[config.mk]
export PLATFORM = sky130hd
export DESIGN_NAME = ppft_cell
export DESIGN_NICKNAME = d
export VERILOG_FILES = /design/src/rtl/core/ppft_pkg.sv /design/src/rtl/core/ppft_cell.sv
export SDC_FILE = /design/constraint.sdc
export NUM_CORES = 1
export LEC_CHECK = 0
export ABC_AREA = 1
export ABC_CLOCK_PERIOD_IN_PS = 1000
export BUFFER_PORTS_ARGS = -buffer_cell sky130_fd_sc_hd__buf_2
export CAP_MARGIN = 0
export CORE_MARGIN = 8
export CORE_UTILIZATION = 53
export CTS_CLUSTER_SIZE = 8
export DETAILED_ROUTE_END_ITERATION = 10
export GPL_TIMING_DRIVEN = 0
export PLACE_DENSITY_LB_ADDON = 0.12
export SYNTH_ARGS = -nofsm -noshare
export SYNTH_HDL_FRONTEND = slang
export SYNTH_SLANG_ARGS = --single-unit
[constraint.sdc]
create_clock -name clk -period 1 [get_ports clk]
set_clock_uncertainty 0.05 [all_clocks]
set_input_delay 0.2 -clock clk [delete_from_list [all_inputs] [get_ports clk]]
set_output_delay 0.2 -clock clk [all_outputs]
set_load 0.01 [all_outputs]
[src/rtl/core/ppft_pkg.sv]
// Shared types, register codes and constants of the pinhole projection and frustum test.
// Used by every module and interface of the block; depends on nothing.
package ppft_pkg;

    localparam int COORD_W = 32;
    localparam int CFG_W   = 22;
    localparam int SIZE_W  = 15;
    localparam int PIX_W   = 24;
    localparam int Z_W     = 31;
    localparam int QUO_W   = 25;
    localparam int PROD_W  = 55;
    localparam int MAG_W   = 54;
    localparam int Q_W     = 27;
    localparam int U_W     = 28;
    localparam int LIM_W   = 25;
    localparam int CMP_W   = 29;
    localparam int CIDX_W  = 3;
    localparam int FRAC_W  = 8;

    typedef enum logic [CIDX_W-1:0] {
        REG_FOCAL_X       = 3'd0,
        REG_FOCAL_Y       = 3'd1,
        REG_CENTER_X      = 3'd2,
        REG_CENTER_Y      = 3'd3,
        REG_IMAGE_WIDTH   = 3'd4,
        REG_IMAGE_HEIGHT  = 3'd5,
        REG_BORDER_MARGIN = 3'd6
    } cfg_reg_t;

    localparam logic signed [PIX_W-1:0] PIX_MAX = 24'sh7FFFFF;
    localparam logic signed [PIX_W-1:0] PIX_MIN = 24'sh800000;

    typedef struct packed {
        logic [CFG_W-1:0]  focal_x;
        logic [CFG_W-1:0]  focal_y;
        logic [CFG_W-1:0]  center_x;
        logic [CFG_W-1:0]  center_y;
        logic [SIZE_W-1:0] image_width;
        logic [SIZE_W-1:0] image_height;
        logic [CFG_W-1:0]  border_margin;
    } cfg_t;

    localparam cfg_t CFG_RESET = '{
        focal_x:       22'd128000,
        focal_y:       22'd128000,
        center_x:      22'd81920,
        center_y:      22'd61440,
        image_width:   15'd640,
        image_height:  15'd480,
        border_margin: 22'd0
    };

    // One axis of the division: sign of the product, quotient overflow,
    // partial remainder and the combined dividend/quotient shift register.
    typedef struct packed {
        logic             neg;
        logic             ovf;
        logic [Z_W-1:0]   rem;
        logic [QUO_W-1:0] acc;
    } lane_t;

    typedef struct packed {
        logic           valid;
        logic           behind;
        logic [Z_W-1:0] div;
        lane_t          u;
        lane_t          v;
    } cell_t;

    typedef struct packed {
        logic signed [PIX_W-1:0] pixel_u;
        logic signed [PIX_W-1:0] pixel_v;
        logic                    in_view;
        logic                    behind;
        logic                    clipped;
    } result_t;

endpackage

[src/rtl/core/ppft_cell.sv]
// One cell of the divider chain: a restoring division step for both axes.
// Depends on ppft_pkg.
module ppft_cell import ppft_pkg::*;
(
    input  logic  clk,
    input  logic  rst_n,
    input  logic  en,
    input  cell_t prev,
    output cell_t next
);

    logic  next_valid_reg;
    cell_t next_reg;
    cell_t step_next;

    function automatic lane_t lane_step(lane_t l, logic [Z_W-1:0] div);
        logic [Z_W:0] trial;
        logic [Z_W:0] diff;
        lane_t        r;
        trial = {l.rem, l.acc[QUO_W-1]};
        diff  = trial - {1'b0, div};
        r     = l;
        if (trial >= {1'b0, div})
        begin
            r.rem = diff[Z_W-1:0];
            r.acc = {l.acc[QUO_W-2:0], 1'b1};
        end
        else
        begin
            r.rem = trial[Z_W-1:0];
            r.acc = {l.acc[QUO_W-2:0], 1'b0};
        end
        return r;
    endfunction

    always_comb
    begin
        step_next   = prev;
        step_next.u = lane_step(prev.u, prev.div);
        step_next.v = lane_step(prev.v, prev.div);
    end

    always_ff @(posedge clk or negedge rst_n)
    begin
        if (!rst_n)
        begin
            next_valid_reg <= 1'b0;
        end
        else if (en)
        begin
            next_valid_reg <= step_next.valid;
        end
    end

    always_ff @(posedge clk)
    begin
        if (en)
        begin
            next_reg <= step_next;
        end
    end

    always_comb
    begin
        next       = next_reg;
        next.valid = next_valid_reg;
    end

endmodule

# --- After elaboration in Yosys (flattened, before gate mapping) ---
# Index checks and enable logic that the tools add are counted.
op_classes:
  muxes: 2
  n_lt_le_gt_ge: 2
  n_addsub: 2
ops:
  columns: ["operator", "count"]
  rows:
  - ["$mux 56", 2]
  - ["$ge 32x31->1", 2]
  - ["$sub 31x31->31", 2]
totals:
  ff_bits: 149

# --- Longest topological paths before layout ---
# Gate-level depths: netlist (run 1).
depth:
  ltp_word: 2
  depth_mapped: 17
  mapped_depth_nobuf: 15

# --- Least setup slack after synthesis (run 1) ---
# No wires, ideal clock.
synth_timing:
  kind: "input to register"
  startpoint: "input prev[24] (netlist name)"
  endpoint: "register next_reg, in the netlist next[31], data pin"
  stages: 17
  t_arrival_ns: 1.826
  slack_ns: -1.128
  required_ns: 0.698
  n_path_buf: 2
  cell_sequence: "inv_1 ha_1 fa_1 inv_1 nand2_1 nand2_1 nand3_1 nand2_1 nand2_1 nand3_1 nand2_1 nand2_4 inv_2 buf_6 buf_6 nand2_1 nand2_1"
synth_rtl:
  columns: ["item", "line_no", "source"]
  rows:
  - ["from (decl)", "ppft_cell.sv:8", "input cell_t prev,"]
  - ["to (signal assigned)", "ppft_cell.sv:59", "next_reg <= step_next;"]
  - ["to (decl)", "ppft_cell.sv:13", "cell_t next_reg;"]

==> reports/results.tsv, run 1 <==
stage	metric	value	unit
cells_and_area	nFillCells	951	
sta	slew_headroom	71.3	%
synthesis	ys.warnings.count	0	
floorplan	core.rowCount	50	
route	routedWlPerCell	21.3	µm
cells_and_area	largest_reg_flops	148	
critical_path	critPathLaunchType	input pin	
cts	clkSinkCount	149	
route	drc	0	
critical_path	crit_path_frequent_cell	nand2_2	
synthesis	synth_most_common_cell	nand2_1	
route	via_per_inst	5.53	
floorplan	core	18800	µm²
cells_and_area	final_area	16400	µm²
route	ant_nets	0	
critical_path	cp-end-kind	register	
status	status	finished, violations left	
floorplan	start_util	54.3	%
synthesis	syn_avg_cell_area	7.39	µm²
critical_path	crit_arrival	2050	ps
sta	worst_slew_pin_slew	430	ps
synthesis	synthTopCellsByCount	586 x nand2_1, 273 x inv_1, 148 x edfxtp_1, 85 x nand3_1, 78 x nor2_1	
placement	place_area	12100	µm²
synthesis	synth_top_cell_by_area	edfxtp_1	
sta	layout_setup_ws	-920	ps
global_route	grt_max_degree	68	
cts	insertion_delay	440	ps
sta	rsz0062_at_grt	yes	
sta	setup_violations	213	
floorplan	die_x	155	µm
sta	final_hold_viol_count	0	
cts	clockBufferDepth	2	
route	routed_wl	45300	µm
sta	finalCriticalPeriod	1920	ps
route	vias	11700	
cells_and_area	nNetsFinal	2090	
cts	cts_buffers	17	
pwr	total_leakage_power	8.38	nW
synthesis	synthesis.nets	1596	
synthesis	synth.distinct_cells	28	
synthesis	synth.top_cell.area_share	43.6	%
cells_and_area	layout-drive-gt1-share	41.0	%
floorplan	boundaryPins	301	
synthesis	yosysSeqAreaShare	43.8	%
cts	clkSlewWorstSetupHoldPaths	70	ps
worst_hold_path	min_path_type	in2reg	
status	violations	negative setup slack	
synthesis	synthArstFlopShare	0.671	%
critical_path	slowest_delay	280	ps
critical_path	crit_chain	buf_2, inv_4, ha_4, nand2_2, inv_1, nand2_2, nor3_2, nand2_1, nand3_2, nand2_2, nand2_4, inv_6, buf_12, buf_12, nand2_2, nand2_1	
critical_path	crit_required	1130	ps
placement	dp_hpwl	26600	µm
cells_and_area	synthToLayoutAreaGrowth	61.3	%
floorplan	design.die.area	23900	µm²
global_route	grt_pass1_vias	11300	
global_route	antenna_found_initial	2	
sta	fin_crit_sh	192	%
flow_run	cap_violations	0	
critical_path	slowest_stage	ha_4	
global_route	grt_pass1_wl	61400	µm
sta	maxSlewViolCount	0	
sta	fmax	0.521	GHz
pwr	power	0.0229	W
global_route	grt_overflow_total	0	
route	drt_iter0_markers	1154	
synthesis	synth_edf_count	148	
placement	gp_routability_congestion	0.933	
synthesis	synth_seq_cells	149	
pwr	irDropWorstVdd	0.00122	V
synthesis	netlist_instances	1380	
floorplan	die_height	155	µm
cts	htreeDepth	4	
critical_path	path_max_fanout	6	
synthesis	dominantRegCellSynth	edfxtp_1	
critical_path	critPathKind	in2reg	
synthesis	synth.area.top_cells	edfxtp_1 44%, nand2_1 22%, inv_1 10%, ha_1 7.6%, nand3_1 4.2%	
synthesis	synth_area	10200	µm²
pwr	powerDensity	1390	nW/µm²
cells_and_area	final_util	87.6	%
cts	cts_tree	yes	
sta	hold_ws	35.5	ps
global_route	grt_use_total	33.5	%
placement	numPortBuffers	300	
route	dr.pass1.iters	9	
cts	cts-root-buf	clkbuf_16	
## metal layers
metal  vias to the layer above  GRT usage [%]  wire [µm]
li1                       5295              -          -
met1                      5415           35.6      15200
met2                       794           61.7      22800
met3                       241           6.63       4110
met4                         0           17.3       3160
met5                         -              0          0
## metrics by stage
stage               setup slack, ps  std cells  TNS [ps]
floorplan                     -1030       1380    -59980
global placement              -2210       1914   -399590
detailed placement            -1610       1915   -153260
CTS                            -756       2099    -74060
global route                   -964       2123    -89260
finish                         -920       2123    -81570
## logic make-up after synthesis
kind of cell	Yosys count	share of synthesized area, %
multiplexers	1	0.110
XOR/XNOR	28	2.41
AND/OR/NAND/NOR	800	32.0
AO/OA/AOI/OAI	46	2.41
buffers and inverters	292	11.2
adder cells (fa/ha/maj)	64	8.00
flip-flops	149	43.8
## repair_timing
| action | 4_1_cts | 5_1_grt |
|---|---|---|
| gates resized for setup | 314 | 182 |
| hold buffers | 88 | 0 |
| endpoints found under the setup margin | 297 | 213 |
| pin swaps | 57 | 71 |
| gates cloned | 5 | 5 |
| endpoints found under the hold margin | 87 | 0 |
| buffers inserted | 59 | 27 |
## worst max-delay path: cells and delay by family
kind,cells,cell delay [ps]
adders and majority gates,1,280
buffers and inverters,6,610
and+or+nand+nor,9,940
## report_power, final
part | switching, W | total (W) | internal [W]
Clock | 0.00302 | 0.00681 | 0.00378
Sequential | 0.000192 | 0.00791 | 0.00772
Combinational | 0.00471 | 0.00815 | 0.00344
Total | 0.00793 | 0.0229 | 0.0149
## cells in the final DEF (no fill, tap or decap), types with 31 or more instances in the layout
cell,instances
nand2_2,116
nand3_1,48
nor2_1,69
dlygate4sd3_1,88
nand2_4,37
buf_2,281
nand2_1,437
inv_1,229
buf_4,69
edfxtp_1,148
ha_4,60
nand3_2,31
## final cells by class
type	instances	area (µm²)	share of cell area (%)
Inverter	279	1140	6.94
Clock buffer	17	425	2.59
Buffer	8	141	0.860
Timing Repair Buffer	480	3490	21.2
Tap cell	234	293	1.78
Sequential cell	149	4470	27.2
Multi-Input combinational cell	939	6290	38.3
Clock inverter	15	184	1.12
Antenna cell	2	5.00	0.0304
## worst paths after layout
kind | cells past startpoint | end | slack [ps] | start
max in group asynchronous | 3 | next_valid_reg$_DFFE_PN0P_ | 250 | rst_n
hold / removal | 3 | next[54]$_DFFE_PP_ | 40 | prev[53]
min in group asynchronous | 3 | next_valid_reg$_DFFE_PN0P_ | 550 | rst_n
setup / recovery | 16 | next[47]$_DFFE_PP_ | -920 | prev[121]
setup reg to reg | 1 | next_valid_reg$_DFFE_PN0P_ | 160 | next_valid_reg$_DFFE_PN0P_
hold reg to reg | 1 | next_valid_reg$_DFFE_PN0P_ | 540 | next_valid_reg$_DFFE_PN0P_
No activity file was read; power rests on OpenSTA's default activity.
==> inputs of run 2 (changes only) <==
Settings changed: ABC_AREA 1 to 0, CORE_UTILIZATION 53 to 51.
==> run 2 against run 1 <==
Effect of this change: the flow still finishes with violations (negative setup slack); combinational power shrank 16%; clock power down 3%; design area shrank 16%; critical path depth decreased by 3; hold slack better by 0.90 ps; die area decreased by 12%; total power down 6.3%; sequential cell count unchanged; global-route usage decreased by 5.6 points; wire length down 26%; critical endpoint is now next[100]$_DFFE_PP_; largest cell class unchanged; highest routed layer is now met5.
==> reports/results.tsv, run 2 <==
stage	metric	value	unit	change
synthesis	netlist_instances	772		was 1380
sta	layout_setup_ws	-1460	ps	was -920 ps
critical_path	cp-end-kind	register		unchanged
cells_and_area	largest_reg_flops	148		unchanged
route	ant_nets	0		unchanged
cells_and_area	nNetsFinal	1455		was 2090
global_route	grt_use_total	27.9	%	was 33.5%
worst_hold_path	min_path_type	in2async		was in2reg
sta	worst_slew_pin_slew	484	ps	was 430 ps
global_route	grt_max_degree	54		was 68
global_route	grt_pass1_wl	46100	µm	was 61400 µm
floorplan	core.rowCount	47		was 50
sta	slew_headroom	67.6	%	was 71.3%
route	vias	8467		was 11700
floorplan	boundaryPins	301		unchanged
synthesis	synth_area	8510	µm²	was 10200 µm²
cts	clkSlewWorstSetupHoldPaths	70	ps	about the same
placement	numPortBuffers	300		unchanged
route	via_per_inst	5.74		was 5.53
sta	setup_tns	-117100	ps	was -81570 ps
synthesis	synth.area.top_cells	edfxtp_1 52%, ha_1 9.1%, a21oi_1 5.8%, xnor2_1 3.1%, nor2_1 2.8%		was edfxtp_1 44%, nand2_1 22%, inv_1 10%, ha_1 7.6%, nand3_1 4.2%
cells_and_area	final_area	13800	µm²	was 16400 µm²
synthesis	synth_top_cell_by_area	edfxtp_1		unchanged
floorplan	start_util	51.7	%	was 54.3%
route	drt_iter0_markers	768		was 1154
cts	insertion_delay	420	ps	was 440 ps
status	violations	negative setup slack		unchanged
cts	cts_buffers	17		unchanged
cells_and_area	layout-drive-gt1-share	48.4	%	was 41.0%
status	status	finished, violations left		unchanged
cts	clockBufferDepth	2		unchanged
placement	place_area	10700	µm²	was 12100 µm²
synthesis	synth.distinct_cells	65		was 28
floorplan	design.die.area	21100	µm²	was 23900 µm²
critical_path	critPathLaunchType	input pin		unchanged
synthesis	synthTopCellsByCount	148 x edfxtp_1, 98 x a21oi_1, 63 x nor2_1, 62 x ha_1, 55 x nand2_1		was 586 x nand2_1, 273 x inv_1, 148 x edfxtp_1, 85 x nand3_1, 78 x nor2_1
pwr	total_leakage_power	5.89	nW	was 8.38 nW
synthesis	yosysSeqAreaShare	52.5	%	was 43.8%
sta	setup_violations	213		unchanged
cells_and_area	final_common_cell	buf_2		was nand2_1
cts	clkSinkCount	149		unchanged
flow_run	cap_violations	0		unchanged
cts	cts-root-buf	clkbuf_16		unchanged
cells_and_area	final_util	83.7	%	was 87.6%
sta	final_hold_viol_count	0		unchanged
cts	cts_tree	yes		unchanged
floorplan	die_x	145	µm	was 155 µm
cells_and_area	synthToLayoutAreaGrowth	62.1	%	was 61.3%
route	dr.pass1.iters	6		was 9
route	drc	0		unchanged
synthesis	dominantRegCellSynth	edfxtp_1		unchanged
critical_path	path_max_fanout	5		was 6
critical_path	critPathKind	in2reg		unchanged
synthesis	synth_most_common_cell	edfxtp_1		was nand2_1
global_route	grt_pass1_vias	8252		was 11300
critical_path	crit_required	1210	ps	was 1130 ps
sta	rsz0062_at_grt	yes		unchanged
floorplan	die_height	145	µm	was 155 µm
synthesis	ys.warnings.count	0		unchanged
synthesis	synth.top_cell.area_share	52.2	%	was 43.6%
global_route	antenna_found_initial	5		was 2
sta	finalCriticalPeriod	2460	ps	was 1920 ps
critical_path	crit_arrival	2670	ps	was 2050 ps
sta	maxSlewViolCount	0		unchanged
synthesis	syn_avg_cell_area	11.0	µm²	was 7.39 µm²
placement	dp_slack	-2080	ps	was -1610 ps
pwr	powerDensity	1550	nW/µm²	was 1390 nW/µm²
synthesis	synthArstFlopShare	0.671	%	unchanged
sta	fmax	0.407	GHz	was 0.521 GHz
pwr	irDropWorstVdd	0.00138	V	was 0.00122 V
cells_and_area	layout_common_cells	280 x buf_2, 148 x edfxtp_1, 86 x dlygate4sd3_1		was 437 x nand2_1, 281 x buf_2, 229 x inv_1
route	routed_wl	33500	µm	was 45300 µm
route	routedWlPerCell	22.7	µm	was 21.3 µm
synthesis	synth_edf_count	148		unchanged
placement	dp_hpwl	20900	µm	was 26600 µm
floorplan	core	16500	µm²	was 18800 µm²
cts	htreeDepth	4		unchanged
placement	gp_routability_congestion	0.912		was 0.933
sta	fin_crit_sh	246	%	was 192%
synthesis	synth_seq_cells	149		unchanged
global_route	grt_overflow_total	0		unchanged
synthesis	synthesis.nets	988		was 1596
-- run 2: cell count changes in the layout (fill, tap and decap cells not counted), sizes merged, moves of 30 or more --
cell,before,now
nand3,85,15
xnor2,0,30
o21ai,6,52
inv,286,57
a21o,0,30
a21oi,34,99
nand2,590,55
-- run 2: cells by family (layout without fill, tap and decap cells) --
group / after synthesis / after routing / synth area share (%)
compound gates: 246 / 246 / 18.2
simple gates: 187 / 187 / 10.1
flops: 149 / 149 / 52.5
buf+inv: 68 / 548 / 3.50
fa+ha+maj: 64 / 64 / 9.59
xor+xnor: 52 / 52 / 5.35
mux: 6 / 6 / 0.794
other cells: 0 / 4 / 0
-- run 2: worst max-delay path, cell delays in order --
cell,delay (ps)
buf_2,90
inv_1,90
ha_1,400
nand4_1,230
a211oi_4,270
o21ai_2,100
a21bo_2,240
o41a_1,140
o21ai_2,240
a21oi_4,130
buf_4,160
buf_4,130
o31ai_4,240
-- run 2: cell type report --
class | instances | area (µm²)
diodes | 4 | 10.0
plain buffers | 12 | 186
clock buffers | 18 | 429
clock inverters | 14 | 165
fillers | 905 | 2680
inverters | 49 | 221
multi-input cells | 555 | 4750
flip-flops and latches | 149 | 4470
well taps | 220 | 275
repair buffers | 454 | 3270
repair inverters | 1 | 16.3
-- run 2: what timing repair did --
item | CTS | global route
gates resized for setup | 127 | 157
buffers inserted | 44 | 18
pin swaps | 38 | 31
setup endpoints to repair | 319 | 213
cloned | 10 | 2
hold endpoints to repair | 86 | 0
hold buffers | 86 | 0
-- run 2: metrics by stage --
step | cells | hold WS (ps) | total power [W]
after floorplan | 772 | -146 | 0.0111
after global placement | 1292 | -74.7 | 0.0129
after detailed placement | 1293 | -72.9 | 0.0129
after CTS | 1460 | 11.6 | 0.0205
after global routing | 1475 | 40.8 | 0.0222
final | 1476 | 36.4 | 0.0214
-- run 2: worst paths after layout --
kind                                       startpoint                    endpoint  slack, ps  cells after the start
setup / recovery                            prev[123]         next[100]$_DFFE_PP_      -1460                     13
hold reg to reg            next_valid_reg$_DFFE_PN0P_  next_valid_reg$_DFFE_PN0P_        510                      1
setup reg to reg           next_valid_reg$_DFFE_PN0P_  next_valid_reg$_DFFE_PN0P_        170                      1
hold / removal                                  rst_n  next_valid_reg$_DFFE_PN0P_         40                      2
min in group clk                             prev[92]          next[93]$_DFFE_PP_         40                      3
max in group asynchronous                       rst_n  next_valid_reg$_DFFE_PN0P_        770                      2
-- run 2: report_power, final --
part	switching, W	internal (W)
clock network	0.00286	0.00376
registers	0.000211	0.00776
logic	0.00364	0.00320
total	0.00672	0.0147
-- run 2: layer usage --
layer  part of all wire (%)  GRT usage (%)  vias up
met5                  0.057              0        -
met4                    3.2           10.7        4
met3                    7.4           6.53       96
met2                     52           49.5      472
met1                     37           32.0     4057
li1                       -              -     3838
