<file path="src/rtl/core/ppft_pkg.sv">
// Shared types, register codes and constants of the pinhole projection and frustum test.
// Used by every module and interface of the block; depends on nothing.
package ppft_pkg;

    localparam int COORD_W = 32;
    localparam int CFG_W   = 22;
    localparam int SIZE_W  = 15;
    localparam int PIX_W   = 24;
    localparam int Z_W     = 31;
    localparam int QUO_W   = 25;
    localparam int PROD_W  = 55;
    localparam int MAG_W   = 54;
    localparam int Q_W     = 27;
    localparam int U_W     = 28;
    localparam int LIM_W   = 25;
    localparam int CMP_W   = 29;
    localparam int CIDX_W  = 3;
    localparam int FRAC_W  = 8;

    typedef enum logic [CIDX_W-1:0] {
        REG_FOCAL_X       = 3'd0,
        REG_FOCAL_Y       = 3'd1,
        REG_CENTER_X      = 3'd2,
        REG_CENTER_Y      = 3'd3,
        REG_IMAGE_WIDTH   = 3'd4,
        REG_IMAGE_HEIGHT  = 3'd5,
        REG_BORDER_MARGIN = 3'd6
    } cfg_reg_t;

    localparam logic signed [PIX_W-1:0] PIX_MAX = 24'sh7FFFFF;
    localparam logic signed [PIX_W-1:0] PIX_MIN = 24'sh800000;

    typedef struct packed {
        logic [CFG_W-1:0]  focal_x;
        logic [CFG_W-1:0]  focal_y;
        logic [CFG_W-1:0]  center_x;
        logic [CFG_W-1:0]  center_y;
        logic [SIZE_W-1:0] image_width;
        logic [SIZE_W-1:0] image_height;
        logic [CFG_W-1:0]  border_margin;
    } cfg_t;

    localparam cfg_t CFG_RESET = '{
        focal_x:       22'd128000,
        focal_y:       22'd128000,
        center_x:      22'd81920,
        center_y:      22'd61440,
        image_width:   15'd640,
        image_height:  15'd480,
        border_margin: 22'd0
    };

    // One axis of the division: sign of the product, quotient overflow,
    // partial remainder and the combined dividend/quotient shift register.
    typedef struct packed {
        logic             neg;
        logic             ovf;
        logic [Z_W-1:0]   rem;
        logic [QUO_W-1:0] acc;
    } lane_t;

    typedef struct packed {
        logic           valid;
        logic           behind;
        logic [Z_W-1:0] div;
        lane_t          u;
        lane_t          v;
    } cell_t;

    typedef struct packed {
        logic signed [PIX_W-1:0] pixel_u;
        logic signed [PIX_W-1:0] pixel_v;
        logic                    in_view;
        logic                    behind;
        logic                    clipped;
    } result_t;

endpackage

</file>
<file path="src/rtl/core/ppft_back.sv">
// Back end: floor correction, principal point offset, bounds test and saturation.
// Depends on ppft_pkg.
module ppft_back import ppft_pkg::*;
(
    input  logic    clk,
    input  logic    rst_n,
    input  logic    en,
    input  cell_t   tail,
    input  cfg_t    cfg,
    output logic    res_valid,
    output result_t res
);

    typedef struct packed {
        logic signed [PIX_W-1:0] pix;
        logic                    clip;
    } axis_t;

    logic                    f1_valid_reg;
    logic                    f1_behind_reg;
    logic signed [Q_W-1:0]   f1_q_u_reg;
    logic signed [Q_W-1:0]   f1_q_v_reg;
    logic                    f1_ovf_u_reg;
    logic                    f1_ovf_v_reg;
    logic                    f1_neg_u_reg;
    logic                    f1_neg_v_reg;

    logic                    f2_valid_reg;
    logic                    f2_behind_reg;
    logic signed [U_W-1:0]   f2_u_reg;
    logic signed [U_W-1:0]   f2_v_reg;
    logic                    f2_ovf_u_reg;
    logic                    f2_ovf_v_reg;
    logic                    f2_neg_u_reg;
    logic                    f2_neg_v_reg;

    logic signed [LIM_W-1:0] lim_w_reg;
    logic signed [LIM_W-1:0] lim_h_reg;

    logic                    res_valid_reg;
    result_t                 res_reg;
    result_t                 res_next;

    logic signed [U_W-1:0]   u_sum;
    logic signed [U_W-1:0]   v_sum;
    logic signed [CMP_W-1:0] margin;
    logic signed [CMP_W-1:0] u_cmp;
    logic signed [CMP_W-1:0] v_cmp;
    logic                    view;
    axis_t                   ax_u;
    axis_t                   ax_v;

    function automatic logic signed [Q_W-1:0] floor_q(lane_t l);
        logic [Q_W-1:0] ext;
        logic [Q_W-1:0] r;
        ext = {2'b00, l.acc};
        if (l.neg)
        begin
            r = ~ext + Q_W'(l.rem == '0);
        end
        else
        begin
            r = ext;
        end
        return $signed(r);
    endfunction

    function automatic axis_t saturate(logic signed [U_W-1:0] u, logic ovf, logic neg);
        axis_t a;
        if (ovf)
        begin
            a.pix  = neg ? PIX_MIN : PIX_MAX;
            a.clip = 1'b1;
        end
        else if (u > U_W'(PIX_MAX))
        begin
            a.pix  = PIX_MAX;
            a.clip = 1'b1;
        end
        else if (u < U_W'(PIX_MIN))
        begin
            a.pix  = PIX_MIN;
            a.clip = 1'b1;
        end
        else
        begin
            a.pix  = u[PIX_W-1:0];
            a.clip = 1'b0;
        end
        return a;
    endfunction

    assign u_sum = U_W'(f1_q_u_reg) + $signed({6'b0, cfg.center_x});
    assign v_sum = U_W'(f1_q_v_reg) + $signed({6'b0, cfg.center_y});

    assign margin = $signed({7'b0, cfg.border_margin});
    assign u_cmp  = CMP_W'(f2_u_reg);
    assign v_cmp  = CMP_W'(f2_v_reg);
    assign view   = !f2_ovf_u_reg && !f2_ovf_v_reg
                    && (u_cmp >= margin) && (u_cmp < CMP_W'(lim_w_reg))
                    && (v_cmp >= margin) && (v_cmp < CMP_W'(lim_h_reg));
    assign ax_u   = saturate(f2_u_reg, f2_ovf_u_reg, f2_neg_u_reg);
    assign ax_v   = saturate(f2_v_reg, f2_ovf_v_reg, f2_neg_v_reg);

    always_comb
    begin
        if (f2_behind_reg)
        begin
            res_next.pixel_u = '0;
            res_next.pixel_v = '0;
            res_next.in_view = 1'b0;
            res_next.behind  = 1'b1;
            res_next.clipped = 1'b0;
        end
        else
        begin
            res_next.pixel_u = ax_u.pix;
            res_next.pixel_v = ax_v.pix;
            res_next.in_view = view;
            res_next.behind  = 1'b0;
            res_next.clipped = ax_u.clip | ax_v.clip;
        end
    end

    always_ff @(posedge clk)
    begin
        lim_w_reg <= $signed({2'b00, cfg.image_width, {FRAC_W{1'b0}}})
                     - $signed({3'b000, cfg.border_margin});
        lim_h_reg <= $signed({2'b00, cfg.image_height, {FRAC_W{1'b0}}})
                     - $signed({3'b000, cfg.border_margin});
    end

    always_ff @(posedge clk or negedge rst_n)
    begin
        if (!rst_n)
        begin
            f1_valid_reg  <= 1'b0;
            f2_valid_reg  <= 1'b0;
            res_valid_reg <= 1'b0;
        end
        else if (en)
        begin
            f1_valid_reg  <= tail.valid;
            f2_valid_reg  <= f1_valid_reg;
            res_valid_reg <= f2_valid_reg;
        end
    end

    always_ff @(posedge clk)
    begin
        if (en)
        begin
            f1_behind_reg <= tail.behind;
            f1_q_u_reg    <= floor_q(tail.u);
            f1_q_v_reg    <= floor_q(tail.v);
            f1_ovf_u_reg  <= tail.u.ovf;
            f1_ovf_v_reg  <= tail.v.ovf;
            f1_neg_u_reg  <= tail.u.neg;
            f1_neg_v_reg  <= tail.v.neg;
            f2_behind_reg <= f1_behind_reg;
            f2_u_reg      <= u_sum;
            f2_v_reg      <= v_sum;
            f2_ovf_u_reg  <= f1_ovf_u_reg;
            f2_ovf_v_reg  <= f1_ovf_v_reg;
            f2_neg_u_reg  <= f1_neg_u_reg;
            f2_neg_v_reg  <= f1_neg_v_reg;
            res_reg       <= res_next;
        end
    end

    assign res_valid = res_valid_reg;
    assign res       = res_reg;

endmodule

</file>
<file path="config.mk">
export PLATFORM = sky130hd
export DESIGN_NAME = ppft_back
export DESIGN_NICKNAME = d
export VERILOG_FILES = /design/src/rtl/core/ppft_pkg.sv /design/src/rtl/core/ppft_back.sv
export SDC_FILE = /design/constraint.sdc
export NUM_CORES = 1
export LEC_CHECK = 0
export BUFFER_PORTS_ARGS = -buffer_cell sky130_fd_sc_hd__buf_4
export CAP_MARGIN = 20
export CORE_MARGIN = 5
export CORE_UTILIZATION = 59
export DETAILED_ROUTE_END_ITERATION = 8
export GPL_ROUTABILITY_DRIVEN = 0
export HOLD_SLACK_MARGIN = 0.15
export PLACE_DENSITY = 0.87
export SYNTH_ARGS = -nofsm -noshare
export SYNTH_HDL_FRONTEND = slang
export SYNTH_SLANG_ARGS = --single-unit
</file>
<file path="constraint.sdc">
create_clock -name clk -period 7.45 [get_ports clk]
set_input_delay 0 -clock clk [delete_from_list [all_inputs] [get_ports clk]]
set_output_delay 0 -clock clk [all_outputs]
set_load 0.01 [all_outputs]
</file>
Word-level counts from Yosys, hierarchy flattened
Cells that the tools add are included.
{"block": "totals", "ff_bits": 222, "input_bits": 292, "output_inout_bits": 52, "wordCells": 63}
{"block": "classes", "n_addsub": 6, "n_lt_le_gt_ge": 8, "muxes": 11, "bitwise": 3, "n_reduce_logical": 9}
{"cell": "2-to-1 mux 25 bit", "n": 8}
{"cell": "logical NOT 31 bit", "n": 2}
{"cell": "adder 27 x 23 -> 28 bit", "n": 2}
{"cell": ">= comparator 28 x 23 -> 1 bit", "n": 2}
{"cell": "> comparator 28 x 24 -> 1 bit (second input constant)", "n": 2}
{"cell": "less-than comparator 28 x 24 -> 1 bit", "n": 2}
{"cell": "less-than comparator 28 x 24 -> 1 bit (second input constant)", "n": 2}
{"cell": "adder 27 x 1 -> 27 bit", "n": 2}
{"cell": "NOT 25 -> 27 bit", "n": 2}
{"cell": "2-to-1 mux 24 bit", "n": 2}
{"cell": "subtractor 23 x 22 -> 24 bit", "n": 2}
{"cell": "logical AND 1 bit", "n": 5}
{"cell": "logical NOT 1 bit", "n": 2}
{"cell": "2-to-1 mux 2 bit", "n": 1}
{"cell": "bitwise OR 1 bit", "n": 1}

Longest topological paths before layout
Gate-level depths: netlist of the first run.
{"block": "depth", "ltp_word": 6, "mapped_depth": 11, "mapped_depth_nobuf": 11}

Worst setup path after synthesis of the first run
OpenSTA, ideal clock, no wires.
{"block": "synth_timing", "path_type": "reg2reg", "startpoint": "register f1_q_v_reg[0]", "endpoint": "register f2_v_reg[24], data pin", "setup_ps": 279, "t_arrival_ps": 2523, "t_required_ps": 7171, "path_slack_ps": 4648, "stages_incl_launch_ff": 12, "n_path_buf": 0, "period_less_slack_ps": 2802, "cell_sequence": "edfxtp_1 ha_1 inv_1 fa_1 nand2b_1 a2111oi_1 o21bai_1 a21oi_1 and2b_1 o21ai_1 a2111oi_0 xor2_1"}
{"block": "synth_via", "elab_chain_len": 1}
{"item": "from (decl)", "line": "ppft_back.sv:22", "text": "logic signed [Q_W-1:0] f1_q_v_reg;"}
{"item": "from (signal assigned)", "line": "ppft_back.sv:155", "text": "f1_q_v_reg <= floor_q(tail.v);"}
{"item": "adder 27 x 23 -> 28 bit", "line": "ppft_back.sv:94", "text": "assign v_sum = U_W'(f1_q_v_reg) + $signed({6'b0, cfg.center_y});"}
{"item": "via v_sum[24]", "line": "ppft_back.sv:45", "text": "logic signed [U_W-1:0] v_sum;"}
{"item": "to (signal assigned)", "line": "ppft_back.sv:162", "text": "f2_v_reg <= v_sum;"}
{"item": "to (decl)", "line": "ppft_back.sv:31", "text": "logic signed [U_W-1:0] f2_v_reg;"}
The timed path passes the listed nets, and every way through them passes these cells.
A chain may end at the register's enable or synchronous reset.

Worst setup path after layout of the first run
Same ends and word-level chain as after synthesis.

==> reports/qor.log, run 1 <==
qor: timing.final.period_utilization 47.2%
qor: global_route.grt_use_total 33.8%
qor: setup_path.worst-endpoint-arrival 3740 ps
qor: setup_path.critical_path.startpoint_type flop
qor: setup_path.regToRegSetupSlack 3930 ps
qor: global_route.grt_pass1_wl 72,100 µm
qor: job.number_of_max_cap_violations 0
qor: floorplanning.coreArea 0.0233 mm²
qor: yosys.yosys_most_used_dff edfxtp_1
qor: yosys.nets_in_the_synthesized_netlist 1,822
qor: setup_path.path_cells ha_1 -> inv_1 -> fa_1 -> nand2b_1 -> a2111oi_1 -> o21bai_1 -> a21oi_1 -> and2b_1 -> o21ai_1 -> a2111oi_0 -> xor2_1
qor: min_path.worst_hold_startpoint en
qor: clock_network.clkSinkCount 214
qor: yosys.synth_seq_area_share 43.4%
qor: pwr.ir_worst_vdd 0.000160 V
qor: setup_path.capture_instance_of_the_worst_register_to_register_path f2_v_reg[24]$_DFFE_PP_
qor: pwr.p_seq_share 39.1%
qor: floorplanning.rows 56
qor: routing.drc_violations_left 0
qor: routing.drt_first_iter_violations 1,543
qor: setup_path.critPathMaxStageDelay 640 ps
qor: clock_network.cts_max_path_buffers 3
qor: layout.largest_reg_flops 51
qor: placed_design.port_buffers 268
qor: yosys.area_fraction_in_compound_gates_after_synthesis 18.0%
qor: timing.timing.setup.tns 0 ps
qor: setup_path.critPathCaptureType flop
qor: layout.fillerInstances 1,214
qor: clock_network.tritoncts built
qor: routing.routedWlPerCell 21.0 µm
qor: clock_network.htreeDepth 1
qor: setup_path.timing.critical_path.slowest_stage_cell a2111oi_1
qor: routing.routed_via_density 6.22
qor: layout.multi_input_logic_area 0.00738 mm²
qor: global_route.antenna_violations_before_repair 5
qor: global_route.pin_count_of_the_biggest_net_entering_global_routing 110
qor: routing.detail-route-antenna-nets 0
qor: setup_path.worstSetupPathDepth 11
qor: yosys.synth_enable_flop_cells 171
qor: layout.flow.area_growth_from_synthesis 39.2%
qor: pwr.p_switching 1230 µW
qor: floorplanning.fp.dieW 163 µm
qor: floorplanning.boundaryPins 344
qor: floorplanning.die_area 0.0266 mm²
qor: setup_path.cells_on_worst_reg2reg_path 11
qor: yosys.synth_cell_type_count 65
qor: setup_path.critical-path-top-delay-family compound AO/OA/AOI/OAI gates
qor: layout.seq_area 0.00601 mm²
qor: yosys.post_synth_fa_ha_maj_area_fraction 16.1%
qor: pwr.pwr_density_cell 209 mW/mm²
qor: yosys.synth_async_sr_flop_share 1.40%
qor: clock_network.num_cts_buffers 23
qor: setup_path.critical_path_class reg -> reg
qor: clock_network.clock_latency 530 ps
qor: setup_path.crit_path_max_fanout 4
qor: pwr.combPwrFrac 31.2%
qor: setup_path.timing.critical_path.required 7670 ps
qor: timing.setup_violations 0
qor: pwr.power_leakage 0.00830 µW
qor: global_route.global_route.overflow_total 0
qor: yosys.synth_seq_cells 214
qor: layout.post-route-cell-area 0.0193 mm²
qor: timing.clock-skew-final 33.4 ps
qor: timing.slew_headroom 25.7%
qor: timing.timing.fmax 0.284 GHz
qor: setup_path.setup.worst_path.start f1_q_v_reg[0]$_DFFE_PP_
qor: yosys.proportion_of_synthesized_area_in_mux_cells 0.470%
qor: timing.finalWorstPathRequiredPeriod 3520 ps
qor: layout.nets 2,323
qor: setup_path.setup.worst_path.end f2_v_reg[24]$_DFFE_PP_
qor: clock_network.clk_pin_slew_worst_paths 60 ps
qor: timing.unrepaired_setup_endpoints_after_global_routing false
qor: routing.detail_route.first_pass.iterations 8
qor: clock_network.post_cts.resized_instances 0
qor: yosys.synth_simple_gate_area_share 11.8%
qor: clock_network.root_buf_cell clkbuf_16
qor: yosys.syn_avg_cell_area 10.2 µm²
qor: floorplanning.start_util 59.5%
qor: routing.vias 13,700
qor: timing.hold_violations 0
qor: floorplanning.fp.dieH 163 µm
qor: yosys.netlist_area 0.0138 mm²
qor: yosys.yosys.area_share.xor_xnor 6.96%
qor: yosys.post_synthesis_cell_count 1,353
qor: setup_path.timing.critical_path.buf_inv 1
qor: timing.worstMarginPinSlew 1110 ps
qor: pwr.clock_power_share 29.7%
qor: pwr.intPower 2800 µW
qor: min_path.worstHoldPathType in -> reg
qor: yosys.ys_warn_count 0
qor: timing.final_max_slew_viol_count 0
qor: pwr.p_sw_share 30.5%
qor: routing.detail_route.wirelength 46,100 µm
qor: status.outcome finished clean
qor: placed_design.dpl_cell_area 0.0162 mm²
qor: yosys.synth_top_family_by_area compound AO/OA/AOI/OAI gates
qor: layout.drive_gt1_share 17.1%
qor: setup_path.regToRegStartpoint f1_q_v_reg[0]$_DFFE_PP_
qor: placed_design.place.detailed.hpwl 26,800 µm
qor: global_route.via_count_of_the_first_global_routing_pass 14,200
power by group through the flow:
stage,sequential [µW],combinational [µW],clock (µW)
final,1580,1260,1200
after global routing,1590,1360,1250
after CTS,1570,1160,1180
after detailed placement,1590,983,0
after global placement,1590,935,0
after floorplan,1570,643,0
routing by layer:
layer / wire length (µm) / global-route usage (%) / vias to the layer above
met3: 4380 / 7.54 / 316
met2: 22500 / 59.7 / 984
met1: 16000 / 37.6 / 6272
met5: 0 / 0 / -
met4: 3280 / 19.4 / 0
li1: - / - / 6093
synth_stat cells (all sizes together), types with 26 or more instances:
cell | count | area (µm²)
a21o | 34 | 255
nand4 | 26 | 163
nor3 | 27 | 135
nor2 | 83 | 312
nand2 | 69 | 259
o21ai | 117 | 586
inv | 95 | 357
xnor2 | 91 | 797
nor4 | 27 | 169
ha | 175 | 2190
dfxtp | 40 | 801
edfxtp | 171 | 5130
a21oi | 123 | 616
cells in the final DEF, fill, tap and decap left out, types with 23 or more instances in the layout:
master / Yosys / layout
inv_1: 95 / 95
dfxtp_1: 40 / 40
nand4_1: 26 / 26
nor4_1: 27 / 27
clkbuf_16: 0 / 23
o21a_1: 24 / 24
edfxtp_1: 171 / 171
nor2_1: 83 / 83
nor3_1: 27 / 27
ha_1: 175 / 175
a21oi_1: 123 / 122
o21ai_0: 98 / 98
buf_4: 0 / 272
xnor2_1: 91 / 91
a21o_1: 34 / 34
nand2_1: 69 / 69
dlygate4sd3_1: 0 / 228
layout make-up:
type,instances,area share (%)
multi-input cells,1019,38.3
flip-flops and latches,214,31.2
repair buffers,501,22.5
clock inverters,7,0.571
well taps,319,2.07
clock buffers,34,3.41
diodes,7,0.0909
inverters,95,1.85
metrics by stage:
| step | util, % | worst slack (ps) | total power, µW | instances | hold slack (ps) |
|---|---|---|---|---|---|
| after floorplan | - | 4650 | 2210 | 1353 | -296 |
| after global placement | 69.7 | 4190 | 2520 | 1920 | -209 |
| after detailed placement | 69.7 | 4110 | 2580 | 1920 | -208 |
| after CTS | 82.8 | 4080 | 3910 | 2189 | 150 |
| after global routing | 82.8 | 3810 | 4200 | 2195 | 165 |
| final | 82.8 | 3930 | 4030 | 2196 | 129 |
kinds of logic after synthesis:
family          count (synthesis)
compound gates                404
simple gates                  322
flops                         214
fa+ha+maj                     177
buf+inv                       120
xor+xnor                      110
mux                             6
how the worst min path moves through the flow:
| stage | to | slack (ps) | cells past startpoint |
|---|---|---|---|
| 6_report | res[50]$_SDFFCE_PP0P_ | 130 | 1 |
| 5_1_grt | res[50]$_SDFFCE_PP0P_ | 170 | 1 |
| 4_1_cts | lim_h_reg[8]$_DFF_P_ | 150 | 4 |
| 3_5_place_dp | res_valid$_DFFE_PN0P_ | -210 | 1 |
| 3_3_place_gp | res_valid$_DFFE_PN0P_ | -210 | 1 |
| 2_1_floorplan | f1_valid_reg$_DFFE_PN0P_ | -300 | 0 |
timing repair:
action / CTS / global route
hold buffers: 228 / 0
endpoints found under the hold margin: 147 / 0
buffers inserted: 0 / 0
(Power assumes the default switching activity.)
==> run 2, diff against run 1 <==
Settings changed: ABC_AREA set to 1, CORE_UTILIZATION 59 to 50, PLACE_DENSITY 0.87 to 0.78.
Clock period 7.45 ns to 3.2 ns, I/O delays scaled along.
==> run 2 against run 1 <==
  * First-iteration DRC count down 40%
  * Power increased by 130%
  * Worst setup slack got worse by 3600 ps
  * Critical path depth up 2
  * Clock power increased by 130%
  * Register-to-register slack lost 3300 ps
  * Clock-buffer cell count is 10 lower
  * Flip-flop and latch count stayed put
  * Largest cell class unchanged
  * Largest power group unchanged
==> reports/qor.log, run 2 <==
qor: clock_network.cts_max_path_buffers 3 [unchanged]
qor: layout.layout.cells.most_common_list nand2_1 (277), buf_4 (271), dlygate4sd3_1 (210)
qor: setup_path.regToRegSetupSlack 600 ps [-3330 ps]
qor: yosys.synth.top_cells.by_count nand2_1 (277), ha_1 (175), a21oi_1 (172), edfxtp_1 (171), inv_1 (148)
qor: yosys.synth_cell_type_count 57 [-12%]
qor: timing.hold_violations 0 [unchanged]
qor: timing.setup_violations 0 [unchanged]
qor: placed_design.place.detailed.hpwl 31,700 µm [+18%]
qor: global_route.pin_count_of_the_biggest_net_entering_global_routing 80 [-27%]
qor: yosys.synth_seq_cells 214 [unchanged]
qor: layout.post-route-cell-area 0.0200 mm² [+3.8%]
qor: routing.routed_via_density 5.50 [-12%]
qor: layout.multi_input_logic_area 0.00796 mm² [+7.8%]
qor: placed_design.post-place-cells 2,270 [+18%]
qor: timing.final_max_slew_viol_count 0 [unchanged]
qor: yosys.syn_avg_cell_area 8.96 µm² [-12%]
qor: yosys.netlist_area 0.0147 mm² [+6.0%]
qor: layout.fin_cells 2,521 [+15%]
qor: yosys.yosys.area_share.xor_xnor 7.40% [+0.44 points]
qor: layout.most_common_library_cell_in_the_layout_ignoring_fill_and_taps nand2_1
qor: routing.detail_route.wirelength 44,100 µm [-4.3%]
qor: floorplanning.start_util 50.8% [-8.7 points]
qor: yosys.synth_top_area_share 35.0% [-2.1 points]
qor: layout.drive_gt1_share 18.2% [+1.1 points]
qor: clock_network.clock_latency 510 ps [-20 ps]
qor: job.number_of_max_cap_violations 0 [unchanged]
qor: yosys.area_fraction_in_compound_gates_after_synthesis 13.8% [-4.2 points]
qor: routing.drc_violations_left 0 [unchanged]
qor: timing.clock-skew-final 14.0 ps [-19.5 ps]
qor: setup_path.critical_path.startpoint_type input port
qor: yosys.post_synthesis_cell_count 1,638 [+21%]
qor: timing.slew_headroom 34.0% [+8.2 points]
qor: global_route.grt_use_total 25.6% [-8.3 points]
qor: clock_network.htreeDepth 1 [unchanged]
qor: floorplanning.fp.dieH 181 µm [+11%]
qor: routing.detail_route.first_pass.iterations 5 [-3]
qor: layout.flow.area_growth_from_synthesis 36.3%
qor: global_route.global_route.overflow_total 0 [unchanged]
qor: min_path.worstHoldPathType in -> reg
qor: yosys.ys_top_cells_by_area edfxtp_1 (35%), ha_1 (15%), nand2_1 (7.1%)
qor: timing.unrepaired_setup_endpoints_after_global_routing false
qor: timing.timing.hold.ws 189 ps [+60.4 ps]
qor: layout.layout.core_utilization 69.3% [-14 points]
qor: timing.final.period_utilization 90.9%
qor: yosys.synth_simple_gate_area_share 17.7% [+5.9 points]
qor: setup_path.critical_path_class in -> reg
qor: yosys.synth_seq_area_share 41.0% [-2.5 points]
qor: floorplanning.die_area 0.0329 mm² [+23%]
qor: global_route.grt_pass1_wl 69,200 µm [-4.1%]
qor: layout.largest_reg_flops 51 [unchanged]
qor: floorplanning.fp.dieW 181 µm [+11%]
qor: floorplanning.coreArea 0.0289 mm² [+24%]
qor: global_route.antenna_violations_before_repair 1 [-4]
qor: timing.worstMarginPinSlew 990 ps [-123 ps]
qor: layout.fillerInstances 2,142 [+76%]
qor: setup_path.timing.critical_path.required 3570 ps [-4100 ps]
qor: clock_network.tritoncts built
qor: layout.seq_area 0.00601 mm² [unchanged]
qor: placed_design.port_buffers 268 [unchanged]
qor: layout.nets 2,589 [+11%]
qor: pwr.pwr_density_cell 466 mW/mm² [+120%]
qor: placed_design.dpl_cell_area 0.0171 mm² [+5.7%]
qor: yosys.post_synth_fa_ha_maj_area_fraction 15.2% [-0.91 points]
qor: status.outcome finished clean
qor: timing.finalWorstPathRequiredPeriod 2910 ps
qor: yosys.biggest_area_consumer_among_synthesized_cells edfxtp_1
qor: timing.timing.setup.tns 0 ps [unchanged]
qor: routing.vias 13,900 [+1.4%]
qor: clock_network.root_buf_cell clkbuf_16
qor: yosys.yosys_most_used_dff edfxtp_1
qor: floorplanning.rows 62 [+11%]
qor: clock_network.cts_setup_buffers 0 [unchanged]
qor: routing.routedWlPerCell 17.5 µm [-17%]
qor: setup_path.critPathCaptureType flop
qor: yosys.nets_in_the_synthesized_netlist 2,107 [+16%]
qor: yosys.synth_async_sr_flop_share 1.40% [unchanged]
qor: setup_path.crit_path_max_fanout 5 [+1]
qor: pwr.ir_worst_vdd 0.000310 V [+94%]
qor: yosys.synth_top_family_by_area simple AND/OR/NAND/NOR gates
qor: pwr.power_leakage 0.00890 µW [+7.1%]
qor: floorplanning.boundaryPins 344 [unchanged]
qor: yosys.yosys.cell_count.top_type nand2_1
qor: yosys.ys_warn_count 0 [unchanged]
qor: clock_network.clk_pin_slew_worst_paths 70 ps [about the same]
qor: routing.detail-route-antenna-nets 0 [unchanged]
qor: timing.timing.fmax 0.344 GHz
qor: clock_network.num_cts_buffers 22 [-4.3%]
qor: clock_network.clkSinkCount 214 [unchanged]
qor: yosys.synth_enable_flop_cells 171 [unchanged]
qor: yosys.proportion_of_synthesized_area_in_mux_cells 0.0767% [-0.39 points]
qor: global_route.via_count_of_the_first_global_routing_pass 13,800 [-2.5%]
qor: setup_path.worst-endpoint-arrival 3280 ps [-460 ps]
qor: routing.drt_first_iter_violations 927 [-40%]
==> run 2: critical path, cell delays in order <==
cell           delay, ps
buf_4                110
nor4_1               480
nand4_1              150
nor2_1               140
ha_1                 180
nand3_1              120
nor3_2               260
nand4_2              240
nor4_2               260
o21ai_0              150
dlygate4sd3_1        590
nand2b_1              80
dlygate4sd3_1        550
==> run 2: routing by layer <==
layer / track usage (%) / wire, µm / part of all wire [%]
met4: 9.04 / 1760 / 4.0
met2: 45.1 / 21400 / 48
met5: 0 / 7 / 0.016
met1: 32.0 / 17900 / 40
met3: 3.82 / 3150 / 7.1
==> run 2: worst paths after layout <==
check                           cells past startpoint               startpoint                  endpoint
worst max-delay path                               13                 tail[46]  f1_q_v_reg[19]$_DFFE_PP_
worst max register to register                      9  f1_q_v_reg[3]$_DFFE_PP_    f2_v_reg[12]$_DFFE_PP_
worst min-delay path                                4                   cfg[8]      lim_w_reg[8]$_DFF_P_
min in group asynchronous                           3                    rst_n  f1_valid_reg$_DFFE_PN0P_
max in group asynchronous                           3                    rst_n  f2_valid_reg$_DFFE_PN0P_
worst min register to register                      0   f1_ovf_u_reg$_DFFE_PP_    f2_ovf_u_reg$_DFFE_PP_
==> run 2: power by group <==
group	switching [µW]	leakage [µW]	total [µW]	internal, µW
Combinational	1570	0.00646	2870	1300
Clock	1090	0.000368	2730	1640
Sequential	263	0.00206	3730	3470
==> run 2: repair_timing <==
item	CTS	global route
endpoints found under the hold margin	223	0
hold buffers	210	0
setup endpoints to repair	0	0
resized for setup	0	0
==> run 2: through the flow <==
step | setup WS, ps | total power (µW)
2_1_floorplan | 1200 | 5310
3_3_place_gp | 723 | 6150
3_5_place_dp | 584 | 6260
4_1_cts | 456 | 9270
5_1_grt | 59.5 | 9850
6_report | 292 | 9330
==> run 2: cell type report <==
type | count | share of cell area (%)
inverters | 162 | 3.04
clock buffers | 24 | 2.90
multi-input cells | 1237 | 39.8
flip-flops and latches | 214 | 30.1
clock inverters | 16 | 0.945
diodes | 1 | 0.0125
well taps | 384 | 2.40
repair buffers | 483 | 20.8
==> run 2: cell families (layout without fill, tap and decap cells) <==
kind of cell	Yosys count	count (layout)
AO/OA/AOI/OAI	365	365
XOR/XNOR	124	124
adder cells (fa/ha/maj)	177	177
buffers and inverters	187	685
flip-flops	214	214
multiplexers	1	1
other	0	1
AND/OR/NAND/NOR	570	570
==> run 3, diff against run 2 <==
Settings changed: CAP_MARGIN 20 to 5, CORE_UTILIZATION 50 to 30, PLACE_DENSITY 0.78 to 0.51, REMOVE_ABC_BUFFERS set to 1.
==> run 3 against run 2 <==
  * Critical path depth increased by 3
  * Critical path type unchanged
  * Flip-flop and latch count unchanged
  * Sequential share of layout area shrank 1.1 points
  * Routed wire length up 2.0%
  * Via count decreased by 3.8%
  * First-iteration DRC count shrank 11%
  * Largest cell class unchanged
  * Utilization fell by 27 points
  * Power rose by 3.1%
  * Global-route usage decreased by 9.1 points
  * Clock-buffer cell count up 8
==> reports/qor.log, run 3 (same netlist as run 2, synthesis figures left out) <==
qor: layout.layout.core_utilization 42.6% [-27 points]
qor: clock_network.tritoncts built
qor: status.outcome finished clean
qor: clock_network.root_buf_cell clkbuf_16
qor: setup_path.capture_instance_of_the_worst_register_to_register_path f2_u_reg[16]$_DFFE_PP_
qor: timing.setup_violations 0 [unchanged]
qor: clock_network.cts_max_path_buffers 3 [unchanged]
qor: timing.unrepaired_setup_endpoints_after_global_routing false
qor: timing.hold_violations 0 [unchanged]
qor: clock_network.num_cts_buffers 26 [+18%]
qor: timing.timing.setup.tns 0 ps [unchanged]
qor: timing.finalWorstPathRequiredPeriod 2870 ps [-35.9 ps]
qor: clock_network.htreeDepth 1 [unchanged]
qor: setup_path.critical_path_class in -> reg
qor: layout.fin_cells 2,800 [+11%]
qor: floorplanning.rows 81 [+31%]
qor: floorplanning.coreArea 0.0486 mm² [+69%]
qor: setup_path.timing.critical_path.required 3610 ps [+40 ps]
qor: timing.worstMarginPinSlew 812 ps [-179 ps]
qor: clock_network.hold_buffers 241 [+15%]
qor: layout.drive_gt1_share 18.2% [about the same]
qor: clock_network.cts_setup_buffers 0 [unchanged]
qor: timing.final_max_slew_viol_count 0 [unchanged]
qor: floorplanning.start_util 30.2% [-21 points]
qor: min_path.min_delay_path_depth 2 [-2]
qor: global_route.pin_count_of_the_biggest_net_entering_global_routing 81 [+1.3%]
qor: layout.post-route-cell-area 0.0207 mm² [+3.7%]
qor: pwr.overall_power 9620 µW [+3.1%]
qor: setup_path.worst-endpoint-arrival 3280 ps [about the same]
qor: global_route.antenna_violations_before_repair 5 [+4]
qor: setup_path.cells_on_worst_reg2reg_path 9 [unchanged]
qor: floorplanning.fp.dieW 231 µm [+27%]
qor: routing.drc_violations_left 0 [unchanged]
qor: pwr.pwr_density_cell 464 mW/mm² [-0.55%]
qor: layout.flow.area_growth_from_synthesis 41.3%
qor: clock_network.post_cts.resized_instances 0 [unchanged]
qor: setup_path.critical_path.startpoint_type input port
qor: pwr.power_leakage 0.00910 µW [+2.2%]
qor: job.number_of_max_cap_violations 0 [unchanged]
qor: setup_path.regToRegStartpoint f1_q_u_reg[0]$_DFFE_PP_
qor: setup_path.regToRegSetupSlack 490 ps [-110 ps]
qor: setup_path.crit_path_max_fanout 4 [-1]
qor: pwr.ir_worst_vdd 0.000388 V [+25%]
qor: clock_network.clock_latency 540 ps [+30 ps]
qor: min_path.worst_hold_startpoint cfg[0]
qor: clock_network.clk_pin_slew_worst_paths 60 ps [about the same]
qor: routing.detail_route.first_pass.iterations 5 [unchanged]
qor: global_route.grt_pass1_wl 71,000 µm [+2.7%]
qor: clock_network.clkSinkCount 214 [unchanged]
qor: routing.detail-route-antenna-nets 0 [unchanged]
qor: layout.largest_reg_flops 51 [unchanged]
qor: placed_design.dpl_cell_area 0.0174 mm² [+1.9%]
qor: layout.layout.cells.most_common_list nand2_1 (277), buf_4 (271), dlygate4sd3_1 (241)
qor: routing.routed_via_density 4.76 [-13%]
qor: floorplanning.boundaryPins 344 [unchanged]
qor: timing.timing.fmax 0.348 GHz [+1.3%]
qor: placed_design.port_buffers 268 [unchanged]
qor: timing.clock-skew-final 8.86 ps [-5.12 ps]
qor: floorplanning.fp.dieH 231 µm [+27%]
qor: min_path.worstHoldPathType in -> reg
qor: placed_design.place.detailed.hpwl 35,400 µm [+12%]
qor: timing.final.period_utilization 89.8% [-1.1 points]
qor: routing.routedWlPerCell 16.1 µm [-8.2%]
qor: timing.slew_headroom 45.9% [+12 points]
qor: layout.fillerInstances 4,865 [+130%]
qor: routing.detail_route.wirelength 45,000 µm [+2.0%]
qor: routing.vias 13,300 [-3.8%]
qor: layout.most_common_library_cell_in_the_layout_ignoring_fill_and_taps nand2_1
qor: setup_path.critPathCaptureType flop
qor: layout.nets 2,625 [+1.4%]
qor: global_route.via_count_of_the_first_global_routing_pass 13,400 [-2.6%]
qor: placed_design.post-place-cells 2,509 [+11%]
qor: global_route.grt_use_total 16.5% [-9.1 points]
qor: min_path.whs_endpoint lim_h_reg[0]$_DFF_P_
qor: routing.drt_first_iter_violations 826 [-11%]
qor: floorplanning.die_area 0.0534 mm² [+63%]
qor: global_route.global_route.overflow_total 0 [unchanged]
==> run 3: area by class of cell <==
| cell class | count | area, µm² | share of cell area, % |
|---|---|---|---|
| tap | 622 | 778 | 3.75 |
| inverter | 162 | 608 | 2.93 |
| multi-input combinational | 1237 | 7960 | 38.4 |
| timing repair buffer | 515 | 4500 | 21.7 |
| clock inverter | 16 | 185 | 0.893 |
| sequential | 214 | 6010 | 29.0 |
| antenna | 2 | 5.00 | 0.0241 |
| clock buffer | 32 | 694 | 3.35 |
==> run 3: worst max path at each step <==
stage	start	endpoint	slack (ps)	cells after the start
after global placement	tail[30]	f1_q_v_reg[24]$_DFFE_PP_	820	14
after CTS	tail[58]	f1_q_u_reg[23]$_DFFE_PP_	370	16
after global routing	tail[58]	f1_q_u_reg[23]$_DFFE_PP_	40	16
after detailed placement	tail[46]	f1_q_v_reg[24]$_DFFE_PP_	780	14
after floorplan	f1_q_u_reg[0]$_DFFE_PP_	f2_u_reg[18]$_DFFE_PP_	1200	12
final	tail[58]	f1_q_u_reg[23]$_DFFE_PP_	330	16
==> run 3: worst max-delay path, stage by stage <==
cell           delay [ps]
dlygate4sd3_1         540
buf_4                 130
inv_1                  60
ha_1                  180
nand3_2               130
nor3_2                270
nand3_1               170
nor3_2                160
nand2_1               140
nand2_2               110
o21ai_2                90
nor2_1                110
nand2_1                50
dlygate4sd3_1         550
nand2_1                60
dlygate4sd3_1         530
==> run 3: stage by stage <==
| stage | hold slack, ps | setup WS, ps |
|---|---|---|
| after floorplan | -296 | 1200 |
| after global placement | -211 | 822 |
| after detailed placement | -207 | 781 |
| after CTS | 153 | 374 |
| after global routing | 171 | 42.0 |
| final | 178 | 328 |
==> run 3: layer usage <==
| layer | vias up | wire length (µm) | GRT usage [%] |
|---|---|---|---|
| met5 | - | 29 | 0 |
| met4 | 6 | 1380 | 5.22 |
| met3 | 78 | 2190 | 2.72 |
| met2 | 304 | 20800 | 26.9 |
| met1 | 6149 | 20600 | 22.3 |
| li1 | 6788 | - | - |
==> run 3: report_power, final <==
group / switching (µW) / internal, µW / total, µW
registers: 216 / 3460 / 3680
logic: 1540 / 1360 / 2910
clock network: 1170 / 1860 / 3030
